## src/design/drive_power_sequencer_unit_defines.svh

```systemverilog
// Assertion helpers used by the sequencer RTL.
// Each expects clk_i and rst_ni in scope.
`ifndef DRIVE_POWER_SEQUENCER_UNIT_DEFINES_SVH
`define DRIVE_POWER_SEQUENCER_UNIT_DEFINES_SVH

// Same-cycle implication.
`define DPS_ASSERT_IMP(lbl, ante, cons, msg) \
  lbl: assert property (@(posedge clk_i) disable iff (!rst_ni) (ante) |-> (cons)) \
    else $error(msg);

// Next-cycle implication.
`define DPS_ASSERT_NXT(lbl, ante, cons, msg) \
  lbl: assert property (@(posedge clk_i) disable iff (!rst_ni) (ante) |=> (cons)) \
    else $error(msg);

`endif

```

## src/design/dps_pkg.sv

```systemverilog
package dps_pkg;

  typedef enum logic [2:0] {
    MODE_START  = 3'd0,
    MODE_OFF    = 3'd1,
    MODE_ACTIVE = 3'd2,
    MODE_DISCH  = 3'd3,
    MODE_ESTOP  = 3'd4,
    MODE_FAULT  = 3'd5
  } mode_e;

  // register indexes on the config channel
  localparam int unsigned CfgIdxW = 2;
  localparam logic [CfgIdxW-1:0] CFG_CELL_TEMP_LIMIT  = 2'd0;
  localparam logic [CfgIdxW-1:0] CFG_CELL_VOLT_LIMIT  = 2'd1;
  localparam logic [CfgIdxW-1:0] CFG_BOARD_TEMP_LIMIT = 2'd2;

  localparam logic [7:0]  CELL_TEMP_LIMIT_RST  = 8'd60;
  localparam logic [15:0] CELL_VOLT_LIMIT_RST  = 16'd3000;
  localparam logic [15:0] BOARD_TEMP_LIMIT_RST = 16'd70;

  localparam logic [28:0] ID_CELLS = 29'h2D0A;
  localparam logic [28:0] ID_BOARD = 29'h2C0A;

  typedef struct packed {
    logic [7:0]  cell_temp;
    logic [15:0] cell_volt;
    logic [15:0] board_temp;
  } limits_t;

  typedef struct packed {
    logic        func;
    logic        estop_on;
    logic        ignition_on;
    logic [28:0] frame_id;
    logic [7:0]  payload_byte0;
    logic [7:0]  payload_byte1;
    logic [7:0]  payload_byte6;
  } item_t;

  typedef struct packed {
    logic green;
    logic yellow;
    logic red;
    logic fault;
    logic severe;
    logic lv;
  } levels_t;

  typedef struct packed {
    levels_t    levels;
    logic       send_enable_frame;
    logic       pulse_controller_on;
    logic       pulse_controller_off;
    logic [2:0] mode_now;
  } result_t;

endpackage

```

## src/design/dps_ifs.sv

```systemverilog
interface dps_in_if;
  logic        valid;
  logic        ready;
  logic        func;
  logic        estop_on;
  logic        ignition_on;
  logic [28:0] frame_id;
  logic [7:0]  payload_byte0;
  logic [7:0]  payload_byte1;
  logic [7:0]  payload_byte6;

  modport source (output valid, func, estop_on, ignition_on, frame_id,
                  payload_byte0, payload_byte1, payload_byte6, input ready);
  modport sink (input valid, func, estop_on, ignition_on, frame_id,
                payload_byte0, payload_byte1, payload_byte6, output ready);
endinterface

interface dps_out_if;
  logic       valid;
  logic       ready;
  logic       green_lamp;
  logic       yellow_lamp;
  logic       red_lamp;
  logic       fault_lamp;
  logic       severe_fault_lamp;
  logic       low_volt_enable;
  logic       send_enable_frame;
  logic       pulse_controller_on;
  logic       pulse_controller_off;
  logic [2:0] mode_now;

  modport source (output valid, green_lamp, yellow_lamp, red_lamp, fault_lamp,
                  severe_fault_lamp, low_volt_enable, send_enable_frame,
                  pulse_controller_on, pulse_controller_off, mode_now,
                  input ready);
  modport sink (input valid, green_lamp, yellow_lamp, red_lamp, fault_lamp,
                severe_fault_lamp, low_volt_enable, send_enable_frame,
                pulse_controller_on, pulse_controller_off, mode_now,
                output ready);
endinterface

interface dps_cfg_if;
  logic                         valid;
  logic                         ready;
  logic [dps_pkg::CfgIdxW-1:0]  index;
  logic [15:0]                  data;

  modport source (output valid, index, data, input ready);
  modport sink (input valid, index, data, output ready);
endinterface

```

## src/design/dps_sequencer.sv

```systemverilog
`include "drive_power_sequencer_unit_defines.svh"

module dps_sequencer (
  input  logic             clk_i,
  input  logic             rst_ni,
  input  logic             fire_i,
  input  dps_pkg::item_t   item_i,
  input  dps_pkg::limits_t limits_i,
  output dps_pkg::result_t result_o
);
  import dps_pkg::*;

  mode_e       mode_q, mode_d;
  logic        entered_q, entered_d;
  logic [7:0]  hot_q, hot_d;
  logic [15:0] volt_q, volt_d;
  logic [15:0] board_q, board_d;
  levels_t     lvl_q, lvl_d;
  logic        send_frame, pulse_on, pulse_off;
  logic        warn;
  logic        estop, ign;

  assign estop = item_i.estop_on;
  assign ign   = item_i.ignition_on;
  assign warn  = (hot_q > limits_i.cell_temp) || (volt_q < limits_i.cell_volt) ||
                 (board_q > limits_i.board_temp);

  always_comb begin
    mode_d     = mode_q;
    entered_d  = entered_q;
    hot_d      = hot_q;
    volt_d     = volt_q;
    board_d    = board_q;
    lvl_d      = lvl_q;
    send_frame = 1'b0;
    pulse_on   = 1'b0;
    pulse_off  = 1'b0;
    if (item_i.func) begin
      if (item_i.frame_id == ID_CELLS) begin
        hot_d  = item_i.payload_byte6;
        volt_d = {item_i.payload_byte0, item_i.payload_byte1};
      end else if (item_i.frame_id == ID_BOARD) begin
        board_d = {item_i.payload_byte0, item_i.payload_byte1};
      end
    end else begin
      if (warn) lvl_d.red = 1'b1;
      case (mode_q)
        MODE_START: begin
          // entry flag is left set so the next state runs its entry actions
          if (entered_q) begin
            mode_d = estop ? MODE_ESTOP : MODE_OFF;
          end else begin
            mode_d    = MODE_FAULT;
            entered_d = 1'b1;
          end
        end
        MODE_OFF: begin
          if (entered_q) begin
            lvl_d.yellow = 1'b1;
            entered_d    = 1'b0;
          end
          if (estop || ign) begin
            mode_d       = estop ? MODE_ESTOP : MODE_ACTIVE;
            lvl_d.yellow = 1'b0;
            entered_d    = 1'b1;
          end
        end
        MODE_ACTIVE: begin
          if (entered_q) begin
            lvl_d.green = 1'b1;
            lvl_d.lv    = 1'b1;
            send_frame  = 1'b1;
            pulse_on    = 1'b1;
            entered_d   = 1'b0;
          end
          if (estop || !ign) begin
            mode_d      = MODE_DISCH;
            lvl_d.lv    = 1'b0;
            lvl_d.green = 1'b0;
            entered_d   = 1'b1;
          end
        end
        MODE_DISCH: begin
          if (entered_q) begin
            pulse_off = 1'b1;
            mode_d    = estop ? MODE_ESTOP : MODE_OFF;
          end else begin
            mode_d    = MODE_FAULT;
            entered_d = 1'b1;
          end
        end
        MODE_ESTOP: begin
          if (entered_q) begin
            lvl_d.red = 1'b1;
            entered_d = 1'b0;
          end
          if (!estop && !ign) begin
            mode_d    = MODE_OFF;
            lvl_d.red = 1'b0;
            entered_d = 1'b1;
          end
        end
        MODE_FAULT: begin
          if (entered_q) begin
            lvl_d.red    = 1'b1;
            lvl_d.fault  = 1'b1;
            lvl_d.severe = 1'b1;
            entered_d    = 1'b0;
          end
        end
        default: begin
        end
      endcase
    end
  end

  always_ff @(posedge clk_i or negedge rst_ni) begin
    if (!rst_ni) begin
      mode_q    <= MODE_START;
      entered_q <= 1'b1;
      hot_q     <= 8'h00;
      volt_q    <= 16'hFFFF;
      board_q   <= 16'h0000;
      lvl_q     <= '0;
    end else if (fire_i) begin
      mode_q    <= mode_d;
      entered_q <= entered_d;
      hot_q     <= hot_d;
      volt_q    <= volt_d;
      board_q   <= board_d;
      lvl_q     <= lvl_d;
    end
  end

  assign result_o.levels               = lvl_d;
  assign result_o.send_enable_frame    = send_frame;
  assign result_o.pulse_controller_on  = pulse_on;
  assign result_o.pulse_controller_off = pulse_off;
  assign result_o.mode_now             = mode_d;

  `DPS_ASSERT_NXT(a_fault_sticky, mode_q == MODE_FAULT, mode_q == MODE_FAULT,
                  "fault state was left")
  `DPS_ASSERT_NXT(a_frame_keeps_mode, fire_i && item_i.func, $stable(mode_q),
                  "telemetry item changed mode")
  `DPS_ASSERT_IMP(a_green_tracks_lv, 1'b1, lvl_q.green == lvl_q.lv,
                  "green lamp and low-voltage enable disagree")
  `DPS_ASSERT_IMP(a_fault_lamps, lvl_q.fault, lvl_q.severe && lvl_q.red,
                  "fault lamp without severe and red lamps")

endmodule

```

## src/design/drive_power_sequencer_unit.sv

```systemverilog
// Drive power sequencer.
// Channels: in_i takes items (func 0 = step with estop/ignition levels,
// func 1 = battery telemetry frame); out_o gives one result per item with
// lamp levels, low-voltage enable, one-shot requests and the current mode.
// cfg_i writes the three telemetry limits (index 0 cell temp, 1 cell volt,
// 2 board temp); it is always ready and unknown indexes are dropped.
// Items pass through two registers: the input register, then the result register.
// Throughput: one item per cycle while out_o is not stalled; the sequencer
// state is updated as an item moves from the input register to the result register.
// The input register and the result register each hold one item, so the
// block keeps taking items while one result waits; when out_o stalls with
// both registers full, in_i.ready drops until the result is taken.
// Reset (rst_ni low, async): mode start with entry pending, telemetry
// cleared (weakest cell voltage all ones), all lamps and enable off,
// limits back to their defaults, both pipeline registers empty.
module drive_power_sequencer_unit (
  input  logic clk_i,
  input  logic rst_ni,
  dps_cfg_if.sink   cfg_i,
  dps_in_if.sink    in_i,
  dps_out_if.source out_o
);
  import dps_pkg::*;

  limits_t limits_q;
  logic    s1_valid_q;
  item_t   s1_item_q;
  logic    out_valid_q;
  result_t out_q;
  result_t result;
  logic    advance;
  logic    in_take;

  // configuration
  assign cfg_i.ready = 1'b1;

  always_ff @(posedge clk_i or negedge rst_ni) begin
    if (!rst_ni) begin
      limits_q.cell_temp  <= CELL_TEMP_LIMIT_RST;
      limits_q.cell_volt  <= CELL_VOLT_LIMIT_RST;
      limits_q.board_temp <= BOARD_TEMP_LIMIT_RST;
    end else if (cfg_i.valid) begin
      if (cfg_i.index == CFG_CELL_TEMP_LIMIT)  limits_q.cell_temp  <= cfg_i.data[7:0];
      if (cfg_i.index == CFG_CELL_VOLT_LIMIT)  limits_q.cell_volt  <= cfg_i.data;
      if (cfg_i.index == CFG_BOARD_TEMP_LIMIT) limits_q.board_temp <= cfg_i.data;
    end
  end

  // pipeline control
  assign advance    = s1_valid_q && (!out_valid_q || out_o.ready);
  assign in_i.ready = !s1_valid_q || advance;
  assign in_take    = in_i.valid && in_i.ready;

  always_ff @(posedge clk_i or negedge rst_ni) begin
    if (!rst_ni) begin
      s1_valid_q  <= 1'b0;
      out_valid_q <= 1'b0;
    end else begin
      s1_valid_q <= in_take || (s1_valid_q && !advance);
      if (advance) begin
        out_valid_q <= 1'b1;
      end else if (out_o.ready) begin
        out_valid_q <= 1'b0;
      end
    end
  end

  always_ff @(posedge clk_i) begin
    if (in_take) begin
      s1_item_q.func          <= in_i.func;
      s1_item_q.estop_on      <= in_i.estop_on;
      s1_item_q.ignition_on   <= in_i.ignition_on;
      s1_item_q.frame_id      <= in_i.frame_id;
      s1_item_q.payload_byte0 <= in_i.payload_byte0;
      s1_item_q.payload_byte1 <= in_i.payload_byte1;
      s1_item_q.payload_byte6 <= in_i.payload_byte6;
    end
    if (advance) begin
      out_q <= result;
    end
  end

  dps_sequencer u_seq (
    .clk_i    (clk_i),
    .rst_ni   (rst_ni),
    .fire_i   (advance),
    .item_i   (s1_item_q),
    .limits_i (limits_q),
    .result_o (result)
  );

  assign out_o.valid                = out_valid_q;
  assign out_o.green_lamp           = out_q.levels.green;
  assign out_o.yellow_lamp          = out_q.levels.yellow;
  assign out_o.red_lamp             = out_q.levels.red;
  assign out_o.fault_lamp           = out_q.levels.fault;
  assign out_o.severe_fault_lamp    = out_q.levels.severe;
  assign out_o.low_volt_enable      = out_q.levels.lv;
  assign out_o.send_enable_frame    = out_q.send_enable_frame;
  assign out_o.pulse_controller_on  = out_q.pulse_controller_on;
  assign out_o.pulse_controller_off = out_q.pulse_controller_off;
  assign out_o.mode_now             = out_q.mode_now;

endmodule

```

## src/flat_wrapper.sv

```systemverilog
// flat-port wrapper written by rule: the top's interface ports become plain ports
module drive_power_sequencer_unit_flat import dps_pkg::*;
  (clk_i, rst_ni, cfg_i_valid, cfg_i_index, cfg_i_data, cfg_i_ready, in_i_valid, in_i_func, in_i_estop_on, in_i_ignition_on, in_i_frame_id, in_i_payload_byte0, in_i_payload_byte1, in_i_payload_byte6, in_i_ready, out_o_valid, out_o_green_lamp, out_o_yellow_lamp, out_o_red_lamp, out_o_fault_lamp, out_o_severe_fault_lamp, out_o_low_volt_enable, out_o_send_enable_frame, out_o_pulse_controller_on, out_o_pulse_controller_off, out_o_mode_now, out_o_ready);
  dps_cfg_if cfg_i_i ();
  dps_in_if in_i_i ();
  dps_out_if out_o_i ();
  input  logic clk_i;
  input  logic rst_ni;
  input wire logic [$bits(cfg_i_i.valid)-1:0] cfg_i_valid;
  input wire logic [$bits(cfg_i_i.index)-1:0] cfg_i_index;
  input wire logic [$bits(cfg_i_i.data)-1:0] cfg_i_data;
  output wire logic [$bits(cfg_i_i.ready)-1:0] cfg_i_ready;
  input wire logic [$bits(in_i_i.valid)-1:0] in_i_valid;
  input wire logic [$bits(in_i_i.func)-1:0] in_i_func;
  input wire logic [$bits(in_i_i.estop_on)-1:0] in_i_estop_on;
  input wire logic [$bits(in_i_i.ignition_on)-1:0] in_i_ignition_on;
  input wire logic [$bits(in_i_i.frame_id)-1:0] in_i_frame_id;
  input wire logic [$bits(in_i_i.payload_byte0)-1:0] in_i_payload_byte0;
  input wire logic [$bits(in_i_i.payload_byte1)-1:0] in_i_payload_byte1;
  input wire logic [$bits(in_i_i.payload_byte6)-1:0] in_i_payload_byte6;
  output wire logic [$bits(in_i_i.ready)-1:0] in_i_ready;
  output wire logic [$bits(out_o_i.valid)-1:0] out_o_valid;
  output wire logic [$bits(out_o_i.green_lamp)-1:0] out_o_green_lamp;
  output wire logic [$bits(out_o_i.yellow_lamp)-1:0] out_o_yellow_lamp;
  output wire logic [$bits(out_o_i.red_lamp)-1:0] out_o_red_lamp;
  output wire logic [$bits(out_o_i.fault_lamp)-1:0] out_o_fault_lamp;
  output wire logic [$bits(out_o_i.severe_fault_lamp)-1:0] out_o_severe_fault_lamp;
  output wire logic [$bits(out_o_i.low_volt_enable)-1:0] out_o_low_volt_enable;
  output wire logic [$bits(out_o_i.send_enable_frame)-1:0] out_o_send_enable_frame;
  output wire logic [$bits(out_o_i.pulse_controller_on)-1:0] out_o_pulse_controller_on;
  output wire logic [$bits(out_o_i.pulse_controller_off)-1:0] out_o_pulse_controller_off;
  output wire logic [$bits(out_o_i.mode_now)-1:0] out_o_mode_now;
  input wire logic [$bits(out_o_i.ready)-1:0] out_o_ready;
  assign cfg_i_i.valid = cfg_i_valid;
  assign cfg_i_i.index = cfg_i_index;
  assign cfg_i_i.data = cfg_i_data;
  assign cfg_i_ready = cfg_i_i.ready;
  assign in_i_i.valid = in_i_valid;
  assign in_i_i.func = in_i_func;
  assign in_i_i.estop_on = in_i_estop_on;
  assign in_i_i.ignition_on = in_i_ignition_on;
  assign in_i_i.frame_id = in_i_frame_id;
  assign in_i_i.payload_byte0 = in_i_payload_byte0;
  assign in_i_i.payload_byte1 = in_i_payload_byte1;
  assign in_i_i.payload_byte6 = in_i_payload_byte6;
  assign in_i_ready = in_i_i.ready;
  assign out_o_valid = out_o_i.valid;
  assign out_o_green_lamp = out_o_i.green_lamp;
  assign out_o_yellow_lamp = out_o_i.yellow_lamp;
  assign out_o_red_lamp = out_o_i.red_lamp;
  assign out_o_fault_lamp = out_o_i.fault_lamp;
  assign out_o_severe_fault_lamp = out_o_i.severe_fault_lamp;
  assign out_o_low_volt_enable = out_o_i.low_volt_enable;
  assign out_o_send_enable_frame = out_o_i.send_enable_frame;
  assign out_o_pulse_controller_on = out_o_i.pulse_controller_on;
  assign out_o_pulse_controller_off = out_o_i.pulse_controller_off;
  assign out_o_mode_now = out_o_i.mode_now;
  assign out_o_i.ready = out_o_ready;
  drive_power_sequencer_unit u_core (.clk_i(clk_i), .rst_ni(rst_ni), .cfg_i(cfg_i_i), .in_i(in_i_i), .out_o(out_o_i));
endmodule
```

## config.mk

```make
export PLATFORM = sky130hd
export DESIGN_NAME = drive_power_sequencer_unit_flat
export DESIGN_NICKNAME = d
export VERILOG_FILES = /design/src/design/dps_pkg.sv /design/src/design/dps_ifs.sv /design/src/design/dps_sequencer.sv /design/src/design/drive_power_sequencer_unit.sv /design/src/flat_wrapper.sv
export VERILOG_INCLUDE_DIRS = /design/src /design/src/design
export SDC_FILE = /design/constraint.sdc
export NUM_CORES = 1
export LEC_CHECK = 0
export BUFFER_PORTS_ARGS = -buffer_cell sky130_fd_sc_hd__clkbuf_2
export CAP_MARGIN = 20
export CORE_MARGIN = 2
export CORE_UTILIZATION = 40
export CTS_BUF_LIST = sky130_fd_sc_hd__clkbuf_8
export DETAILED_ROUTE_END_ITERATION = 8
export PLACE_DENSITY = 0.66
export SETUP_SLACK_MARGIN = 0.15
export SLEW_MARGIN = 20
export SYNTH_ARGS = -nofsm -noshare
export SYNTH_HDL_FRONTEND = slang
export SYNTH_SLANG_ARGS = --single-unit
```

## constraint.sdc

```tcl
create_clock -name clk_i -period 6.3 [get_ports clk_i]
set_input_delay 0.63 -clock clk_i [delete_from_list [all_inputs] [get_ports clk_i]]
set_output_delay 0.63 -clock clk_i [all_outputs]
set_load 0.05 [all_outputs]
```

==> results.json, run 1 <==
{
  "yosys_warnings": 0,
  "chipWidth_um": 136,
  "drv_slew": 0,
  "synth_edf_count": 67,
  "worstReg2RegEnd": "u_core.u_seq.board_q[2]",
  "hold_buffers": 0,
  "post_cts_buffers": 0,
  "grt_pass1_vias": 4235,
  "reg2reg_from": "u_core.s1_item_q[55]",
  "post_cts_resize_count": 0,
  "port_buffers": 92,
  "io_pins": 94,
  "gr-usage-all-layers_pct": 15.0,
  "antenna_found_initial": 0,
  "min_period_over_period_pct": 42.1,
  "setup_viol": 0,
  "design_area_um2": 8010,
  "worstPathRequired_ns": 6.64,
  "rsz0062_at_grt": "false",
  "nets": 702,
  "hold_path_class": "input port to async pin",
  "place.gp.congestion": 0.784,
  "wl_per_cell_um": 15.5,
  "power.leakage_nw": 3.53,
  "final-hold-violation-count": 0,
  "utilization_pct": 46.6,
  "initial_core_util_pct": 40.6,
  "netlist_area_um2": 6980,
  "wirelength_um": 12700,
  "clkTransAtPathRegs_ns": 0.09,
  "seq_area_frac_synth_pct": 62.4,
  "core.rowCount": 48,
  "netlist_instances": 483,
  "cts_tree": "yes",
  "worst-path-max-fanout": 16,
  "relSlewSlack_pct": 34.5,
  "cts.path.max_buffers": 2,
  "clock_power_share_pct": 30.2,
  "area_growth_pct": 14.8,
  "p_int_w": 0.00171,
  "ys_ff_latch": 159,
  "post_dp_cell_area_um2": 7630,
  "max_freq_mhz": 377,
  "vias_per_cell": 4.89,
  "dpl_worst_slack_ns": 3.46,
  "p_sw_w": 0.000689,
  "ys_async_sr_fraction_pct": 57.9,
  "cts_max_level": 4,
  "postRouteAntennaNets": 0,
  "final_cells": 822,
  "firstDrtPassIters": 4,
  "finalClockSkew_ns": 0.00731,
  "power_density_nw_per_um2": 299,
  "yosysUniqueCellTypes": 50,
  "tightest_slew_ns": 0.983,
  "grt_overflow_total": 0,
  "swShare_pct": 28.7,
  "crit_arrival_ns": 2.99,
  "dp_hpwl_um": 9130,
  "drt_iter0_drc": 171,
  "cap_violations": 0,
  "post-route-min-period_ns": 2.65,
  "place_inst": 790,
  "drcViolationCount": 0,
  "synth_area_per_cell_um2": 14.4,
  "r2r_cells": 5,
  "die_height_um": 136,
  "n_antenna_cell": 0,
  "vias": 4017,
  "power_frac_comb_pct": 15.6,
  "crit_type": "flop to flop",
  "ir_worst_vdd_v": 0.000132,
  "start_kind": "flop",
  "seqPwrFrac_pct": 54.2,
  "syn_nets": 601,
  "ys.flop_type": "edfxtp_1",
  "r2r_slack_ns": 3.65,
  "design.core.area_um2": 17200,
  "status": "finished, final reports clean",
  "setup_ws_ns": 3.65,
  "grt_max_degree": 57,
  "die_area_um2": 18500,
  "numCtsBuffers": 17,
  "clock_sinks": 159,
  "drive_above_1_share_pct": 39.9,
  "endpoint_kind": "flop",
  "grt_pass1_wl_um": 21200,
  "clk_latency_ns": 0.45,
  "setup_tns_ns": 0,
  "cts_root_buffer": "clkbuf_8"
}
-- layout by cell type (no fill, tap or decap), types with 2 or more instances in the layout --
master,n
clkbuf_2,91
nand2_1,23
nor3_1,4
o21ai_0,17
a31oi_1,5
mux2_2,47
nor4_2,2
nor2b_1,4
nor2_1,11
nor3b_1,2
o31ai_1,2
a21oi_1,20
buf_4,5
ha_1,39
nand2b_1,6
nand3b_1,4
a221o_1,2
clkinvlp_4,5
nor4bb_1,2
dfrtp_1,61
mux2_4,29
o21bai_1,2
a21o_1,2
inv_1,46
dfstp_2,31
nand3_1,4
clkbuf_8,18
edfxtp_1,67
mux2i_1,2
nor4b_1,2
nor4_1,3
o21a_1,3
inv_6,4
clkinv_4,3
nand4_1,7
o211ai_1,4
-- cell usage after synthesis, drive strengths merged (2+ instances only) --
cell | n | area, um^2
ha | 39 | 488
dfrtp | 61 | 1530
mux2i | 2 | 20.0
o31ai | 2 | 15.0
a31oi | 5 | 31.3
nand2 | 23 | 86.3
o21bai | 2 | 15.0
o211ai | 4 | 30.0
a21o | 2 | 15.0
nor4b | 2 | 17.5
o21a | 3 | 22.5
clkbuf | 6 | 22.5
mux2 | 76 | 965
nand3 | 4 | 20.0
dfstp | 31 | 815
nand2b | 6 | 37.5
nand4 | 7 | 43.8
nor4 | 5 | 43.8
nor3b | 2 | 15.0
inv | 46 | 173
edfxtp | 67 | 2010
nor2b | 4 | 25.0
nor3 | 4 | 20.0
nand3b | 4 | 30.0
nor2 | 11 | 41.3
a221o | 2 | 20.0
nor4bb | 2 | 20.0
a21oi | 20 | 100
o21ai | 17 | 85.1
buf | 8 | 103
and2 | 2 | 12.5
-- worst max-delay path, cell delays in order, from the launching register on --
cell	delay [ns]
edfxtp_1	0.55
nor4bb_1	0.35
nand4_1	0.16
nor4_2	0.23
and2b_1	0.82
mux2_2	0.42
-- cells by family (layout without fill, tap and decap cells) --
group | count (synthesis) | after routing | synth area share, %
buffers and inverters | 60 | 174 | 4.27
AOI/OAI and AO/OA | 64 | 64 | 5.63
xor gates and xnor gates | 1 | 1 | 0.126
adders and majority gates | 39 | 39 | 6.99
muxes | 78 | 78 | 14.1
other | 1 | 1 | 0.0537
and+or+nand+nor | 81 | 81 | 6.45
DFF | 159 | 159 | 62.4
-- layout make-up --
class | count | area [um^2]
multi-input combinational | 264 | 2330
timing repair buffer | 96 | 493
clock buffer | 18 | 248
clock inverter | 14 | 134
tap | 225 | 282
fill | 1564 | 9170
inverter | 46 | 173
sequential | 159 | 4350
-- per-layer routing --
metal / global-route usage [%] / wire length, um / vias up
li1: - / - / 1954
met1: 19.0 / 5710 / 1980
met2: 25.0 / 6420 / 68
met3: 3.88 / 391 / 15
met4: 5.27 / 188 / 0
met5: 0 / 0 / -
-- power by group through the flow --
stage | combinational (W) | clock, W | sequential, W
after global routing | 0.000417 | 0.000795 | 0.00132
after CTS | 0.000378 | 0.000743 | 0.00130
after global placement | 0.000359 | 0 | 0.00131
final | 0.000373 | 0.000725 | 0.00130
after detailed placement | 0.000376 | 0 | 0.00132
after floorplan | 0.000243 | 0 | 0.00133
-- metrics by stage --
| stage | power [W] | hold slack (ns) |
|---|---|---|
| 6_report | 0.00240 | 0.168 |
| 2_1_floorplan | 0.00158 | 0.334 |
| 3_5_place_dp | 0.00170 | 0.457 |
| 4_1_cts | 0.00242 | 0.171 |
| 3_3_place_gp | 0.00167 | 0.455 |
| 5_1_grt | 0.00253 | 0.177 |
-- how the worst max path moves through the flow --
| stage | to | slack [ns] | start |
|---|---|---|---|
| after global placement | u_core.u_seq.board_q[4] | 3.52 | out_o_ready |
| final | u_core.u_seq.board_q[2] | 3.65 | u_core.s1_item_q[55] |
| after CTS | u_core.u_seq.board_q[2] | 3.62 | u_core.s1_item_q[55] |
| after floorplan | u_core.s1_item_q[0] | 3.38 | u_core.out_o.valid |
| after global routing | u_core.u_seq.board_q[3] | 3.38 | u_core.s1_item_q[55] |
| after detailed placement | u_core.u_seq.board_q[4] | 3.46 | out_o_ready |
-- state kept, by name (all words and copies together), names as in the netlist, 3 cells and up --
signal	flops
u_core.u_seq.volt_q	16
u_core.out_o.mode_now	3
u_core.u_seq.hot_q	8
u_core.u_seq.board_q	16
u_core.u_seq.lvl_q	6
u_core.limits_q	40
u_core.s1_item_q	56
u_core.u_seq.mode_q	3
Note: power is estimated with default switching activity, not from simulation.
==> run 2: changes to the inputs <==
clock period = 2.6 ns   (was 6.3 ns; I/O delays follow)
==> run 2 against run 1 <==
Die area unchanged. Sequential power up 140%. First-iteration DRC count rose by 49%. Via count grew 5.7%. Utilization is 3.6 points higher. Critical endpoint is now u_core.out_o.red_lamp.
==> results.json, run 2 (synthesis results as in run 1) <==
{
  "post-route-min-period_ns": 2.11,
  "path_buf_inv": 1,
  "start_kind": "flop",
  "tightest_slew_ns": 0.874,
  "drcViolationCount": 0,
  "drive_above_1_share_pct": 36.6,
  "grt_pass1_wl_um": 22100,
  "finalClockSkew_ns": 0.00999,
  "chipWidth_um": 136,
  "largest_register": "u_core.s1_item_q",
  "endpoint_kind": "flop",
  "status": "finished, final reports clean",
  "die_area_um2": 18500,
  "antenna_found_initial": 0,
  "final_common_cell": "clkbuf_2",
  "worstPathRequired_ns": 2.80,
  "num-fill-cells": 1533,
  "nets": 764,
  "min_from": "cfg_i_data[10]",
  "hold_path_class": "input port to flop",
  "slowest_stage": "dfstp_2",
  "cts_tree": "yes",
  "clock_sinks": 159,
  "initial_core_util_pct": 40.6,
  "wirelength_um": 13500,
  "setup_tns_ns": 0,
  "multi_input_area_um2": 2330,
  "max_freq_mhz": 473,
  "largest_reg_flops": 56,
  "core.rowCount": 48,
  "final-hold-violation-count": 0,
  "vias_per_cell": 4.80,
  "clk_latency_ns": 0.45,
  "crit_arrival_ns": 2.31,
  "worstPathCellList": "inv_1, ha_1, nand2_1, o21ai_0, a221o_1, o31ai_1, a31oi_1",
  "design.core.area_um2": 17200,
  "relSlewSlack_pct": 41.6,
  "postRouteAntennaNets": 0,
  "place.gp.congestion": 0.866,
  "cp.depth": 7,
  "ir_worst_vdd_v": 0.000294,
  "whs_ns": 0.0570,
  "io_pins": 94,
  "crit_type": "flop to flop",
  "cap_violations": 0,
  "regArea_um2": 4350,
  "power.leakage_nw": 3.80,
  "reg2reg_from": "u_core.limits_q[6]",
  "cp-startpoint": "u_core.limits_q[6]",
  "power_density_nw_per_um2": 669,
  "drv_slew": 0,
  "grt_pass1_vias": 4422,
  "max_stage_delay_ns": 0.53,
  "dp_hpwl_um": 9330,
  "cts_root_buffer": "clkbuf_8",
  "critPathTopFamily": "compound AO/OA/AOI/OAI gates",
  "area_growth_pct": 23.6,
  "worst-path-max-fanout": 2,
  "gr-usage-all-layers_pct": 15.7,
  "rsz0062_at_grt": "false",
  "grt_overflow_total": 0,
  "vias": 4245,
  "r2r_cells": 7,
  "post_cts_buffers": 0,
  "wl_per_cell_um": 15.3,
  "reg_top3": "u_core.s1_item_q: 56 flops, u_core.limits_q: 40 flops",
  "die_height_um": 136,
  "firstDrtPassIters": 4,
  "drt_iter0_drc": 254,
  "n_antenna_cell": 0,
  "clkTransAtPathRegs_ns": 0.09,
  "numCtsBuffers": 17,
  "cts_max_level": 4,
  "layout_common_cells": "clkbuf_2, edfxtp_1, dfrtp_1, dlygate4sd3_1",
  "port_buffers": 92,
  "post_dp_cell_area_um2": 7680,
  "cts.path.max_buffers": 2,
  "grt_max_degree": 54,
  "worstHoldPathCells": 2,
  "design_area_um2": 8620,
  "setup_viol": 0,
  "min_period_over_period_pct": 81.3
}
-- run 2: cell count changes in the layout (fill, tap and decap cells not counted), sizes merged --
| cell | change |
|---|---|
| dlygate4sd3 | +58 |
| buf | +4 |
| inv | +3 |
| clkinvlp | -2 |
| bufinv | -1 |
-- run 2: worst paths after layout --
check	end	slack, ns
max	u_core.out_o.red_lamp	0.49
min	u_core.limits_q[26]	0.06
max reg2reg	u_core.out_o.red_lamp	0.49
min reg2reg	u_core.u_seq.hot_q[5]	0.48
max in group asynchronous	u_core.limits_q[34]	1.54
min in group asynchronous	u_core.u_seq.board_q[8]	0.34
-- run 2: power by group --
| part | total, W | leakage (nW) | internal (W) | switching, W |
|---|---|---|---|---|
| sequential | 0.00315 | 1.72 | 0.00296 | 0.000186 |
| combinational | 0.000977 | 1.90 | 0.000446 | 0.000531 |
| clock | 0.00165 | 0.180 | 0.000701 | 0.000944 |
| total | 0.00577 | 3.80 | 0.00411 | 0.00166 |
-- run 2: layout make-up --
cell class / instances / share of cell area, %
Sequential cell: 159 / 50.5
Multi-Input combinational cell: 264 / 27.0
Timing Repair Buffer: 158 / 13.1
Tap cell: 225 / 3.26
Clock buffer: 18 / 2.87
Inverter: 46 / 2.00
Clock inverter: 14 / 1.28
-- run 2: routing by layer --
metal | vias to the layer above | wire (um) | global-route usage [%]
li1 | 2066 | - | -
met1 | 2068 | 5890 | 19.7
met2 | 90 | 6730 | 26.1
met3 | 21 | 555 | 4.10
met4 | 0 | 313 | 6.02
met5 | - | 0 | 0
-- run 2: what timing repair did --
item                                   in CTS  in global routing
endpoints found under the hold margin      84                  0
gates resized for setup                     0                  0
hold buffers                               58                  0
-- run 2: through the flow --
stage	setup slack (ns)	util, %	cells	total power (W)
floorplan	0.259	-	483	0.00382
CTS	0.446	50.2	884	0.00584
detailed placement	0.448	44.7	794	0.00411
global placement	0.482	44.7	794	0.00406
global route	0.338	50.2	884	0.00610
finish	0.485	50.2	884	0.00577
==> run 3: changes to the inputs <==
ABC_AREA = 1   (was not set)
PLACE_DENSITY = 0.68   (was 0.66)
clock period = 1.7 ns   (was 2.6 ns; I/O delays follow)
==> run 3 against run 2 <==
The run now ends with negative setup slack left. Global-route usage up 3.6 points. Synthesized cell count up 45%. Register-to-register slack worse by 0.65 ns. Synthesized area up 0.90%. Utilization up 6.5 points. Via count up 32%. Critical path depth up 4. Critical path type unchanged.
==> results.json, run 3 <==
{
  "status": "finished, violations left",
  "violations": "negative setup slack",
  "postRouteAntennaNets": 0,
  "finalClockSkew_ns": 0.0140,
  "nets": 1014,
  "netlist_area_um2": 7040,
  "crit_type": "flop to flop",
  "yosysUniqueCellTypes": 31,
  "ys_ff_latch": 159,
  "core.rowCount": 48,
  "io_pins": 94,
  "port_buffers": 92,
  "setup_ws_ns": -0.164,
  "design_area_um2": 9770,
  "ys_top_cells_by_area": "edfxtp_1, dfrtp_1, dfstp_2, nand2_1, ha_1",
  "place.gp.congestion": 0.834,
  "worst-path-max-fanout": 2,
  "crit_top_cell": "nand2_1",
  "post_dp_cell_area_um2": 7920,
  "worstPathCellList": "inv_1, ha_4, nand2_1, nor2_1, nand2_1, nand2_1, nand2_1, nand2_2, nand3_2, nand2_2, a21boi_2",
  "n_antenna_cell": 0,
  "grt_max_degree": 44,
  "grt_pass1_vias": 5558,
  "initial_core_util_pct": 40.9,
  "die_height_um": 137,
  "synth_area_per_cell_um2": 10.1,
  "clock_sinks": 159,
  "design.core.area_um2": 17200,
  "synth.most_common_cell": "nand2_1",
  "reg_top3": "u_core.s1_item_q: 56 flops, u_core.limits_q: 40 flops",
  "final-hold-violation-count": 0,
  "max_freq_mhz": 537,
  "wirelength_um": 17800,
  "tightest_slew_ns": 0.571,
  "min_period_over_period_pct": 110,
  "hold_path_class": "input port to flop",
  "power_density_nw_per_um2": 948,
  "chipWidth_um": 137,
  "drcViolationCount": 0,
  "wl_per_cell_um": 15.7,
  "synth_top_area_cell": "edfxtp_1",
  "slowest_stage": "dfstp_2",
  "start_kind": "flop",
  "synth_edf_count": 67,
  "grt_pass1_wl_um": 27300,
  "cts.path.max_buffers": 2,
  "grt_overflow_total": 0,
  "layout_common_cells": "nand2_1, clkbuf_2, inv_1, dlygate4sd3_1, edfxtp_1",
  "clkTransAtPathRegs_ns": 0.08,
  "drt_iter0_drc": 410,
  "drive_above_1_share_pct": 34.0,
  "synthTopCellsByCount": "nand2_1, inv_1, edfxtp_1",
  "antenna_found_initial": 0,
  "ys.flop_type": "edfxtp_1",
  "die_area_um2": 18700,
  "largest_register": "u_core.s1_item_q",
  "area_growth_pct": 38.7,
  "vias_per_cell": 4.93,
  "largest_reg_flops": 56,
  "dp_hpwl_um": 11000,
  "post-route-min-period_ns": 1.86,
  "critPathTopFamily": "simple AND/OR/NAND/NOR gates",
  "endpoint_kind": "flop",
  "numCtsBuffers": 17,
  "crit_arrival_ns": 2.08,
  "utilization_pct": 56.7,
  "cts_max_level": 4,
  "drv_slew": 0,
  "cts_root_buffer": "clkbuf_8",
  "ys_async_sr_fraction_pct": 57.9,
  "synth_top_area_share_pct": 28.6,
  "syn_nets": 818,
  "relSlewSlack_pct": 61.9,
  "setup_viol": 35,
  "yosys_warnings": 0,
  "clk_latency_ns": 0.46,
  "finalPower_w": 0.00927,
  "max_stage_delay_ns": 0.55,
  "ir_worst_vdd_v": 0.000555,
  "power.leakage_nw": 4.51,
  "cap_violations": 0,
  "final_common_cell": "nand2_1",
  "gr-usage-all-layers_pct": 19.3,
  "dpl_worst_slack_ns": -0.145,
  "netlist_instances": 700,
  "cts_tree": "yes",
  "path_buf_inv": 1,
  "firstDrtPassIters": 7,
  "rsz0062_at_grt": "true",
  "vias": 5589,
  "worstPathRequired_ns": 1.92,
  "seq_area_frac_synth_pct": 61.8
}
==> run 3: cell types whose count changed after synthesis, moves of 5 or more <==
cell / previous run / this run
clkbuf_1: 6 / 11
inv_1: 46 / 92
mux2_2: 47 / 0
mux2_4: 29 / 0
nand2_1: 23 / 195
nand2b_1: 6 / 0
nand3_1: 4 / 50
nor2_1: 11 / 33
o21ai_0: 17 / 52
==> run 3: path summary, 6_finish.rpt <==
check                                      start               endpoint  slack (ns)  cells past startpoint
hold / removal                       out_o_ready     u_core.out_o.valid        0.01                      4
max in group asynchronous                 rst_ni    u_core.limits_q[27]        0.80                      3
setup reg to reg             u_core.limits_q[23]  u_core.out_o.red_lamp       -0.16                     11
min in group asynchronous                 rst_ni  u_core.u_seq.hot_q[7]        0.21                      2
hold reg to reg            u_core.u_seq.lvl_q[2]  u_core.u_seq.lvl_q[2]        0.46                      2
setup / recovery             u_core.limits_q[23]  u_core.out_o.red_lamp       -0.16                     11
==> run 3: cell families after synthesis <==
logic type / after synthesis / synth area share, %
AO/OA/AOI/OAI: 85 / 6.31
buffers and inverters: 112 / 6.49
other: 1 / 0.0533
adder cells (fa/ha/maj): 39 / 6.93
AND/OR/NAND/NOR: 304 / 18.4
flip-flops: 159 / 61.8
==> run 3: what timing repair did <==
action                                  4_1_cts  5_1_grt
buffers inserted                              5        3
resized for setup                            73       71
cloned                                        4        3
hold endpoints to repair                    105        0
pin swaps                                    30       18
hold buffers                                 69        0
endpoints found under the setup margin       44       50
==> run 3: routing by layer <==
metal | wire length [um] | up-vias | track usage, %
met3 | 833 | 39 | 4.19
met5 | 0 | - | 0
li1 | - | 2695 | -
met1 | 7520 | 2682 | 24.6
met2 | 8970 | 173 | 31.9
met4 | 480 | 0 | 8.10
==> run 3: metrics by stage <==
stage          TNS, ns  hold slack (ns)  std cells
6_report         -2.21           0.0139       1134
3_5_place_dp    -0.643            0.153       1018
5_1_grt          -4.66          0.00506       1134
2_1_floorplan   -22.52           -0.126        700
4_1_cts         -0.944          0.00288       1128
3_3_place_gp    -0.269            0.154       1018
==> run 3: where the power goes <==
| group | switching, W | internal [W] |
|---|---|---|
| logic | 0.00116 | 0.000661 |
| clock network | 0.00140 | 0.00132 |
| registers | 0.000227 | 0.00450 |
| total | 0.00279 | 0.00648 |
==> run 3: tightest hold or removal path: stages <==
cell and delay [ns]:
clkbuf_2 0.07, inv_1 0.06, nand2_1 0.09, nand2_1 0.05
==> run 3: cell type report <==
class / count / area [um^2]
Sequential cell: 159 / 4360
Fill cell: 1382 / 7470
Clock inverter: 14 / 128
Inverter: 93 / 353
Multi-Input combinational cell: 430 / 2780
Timing Repair Buffer: 195 / 1630
Clock buffer: 18 / 248
Tap cell: 225 / 282
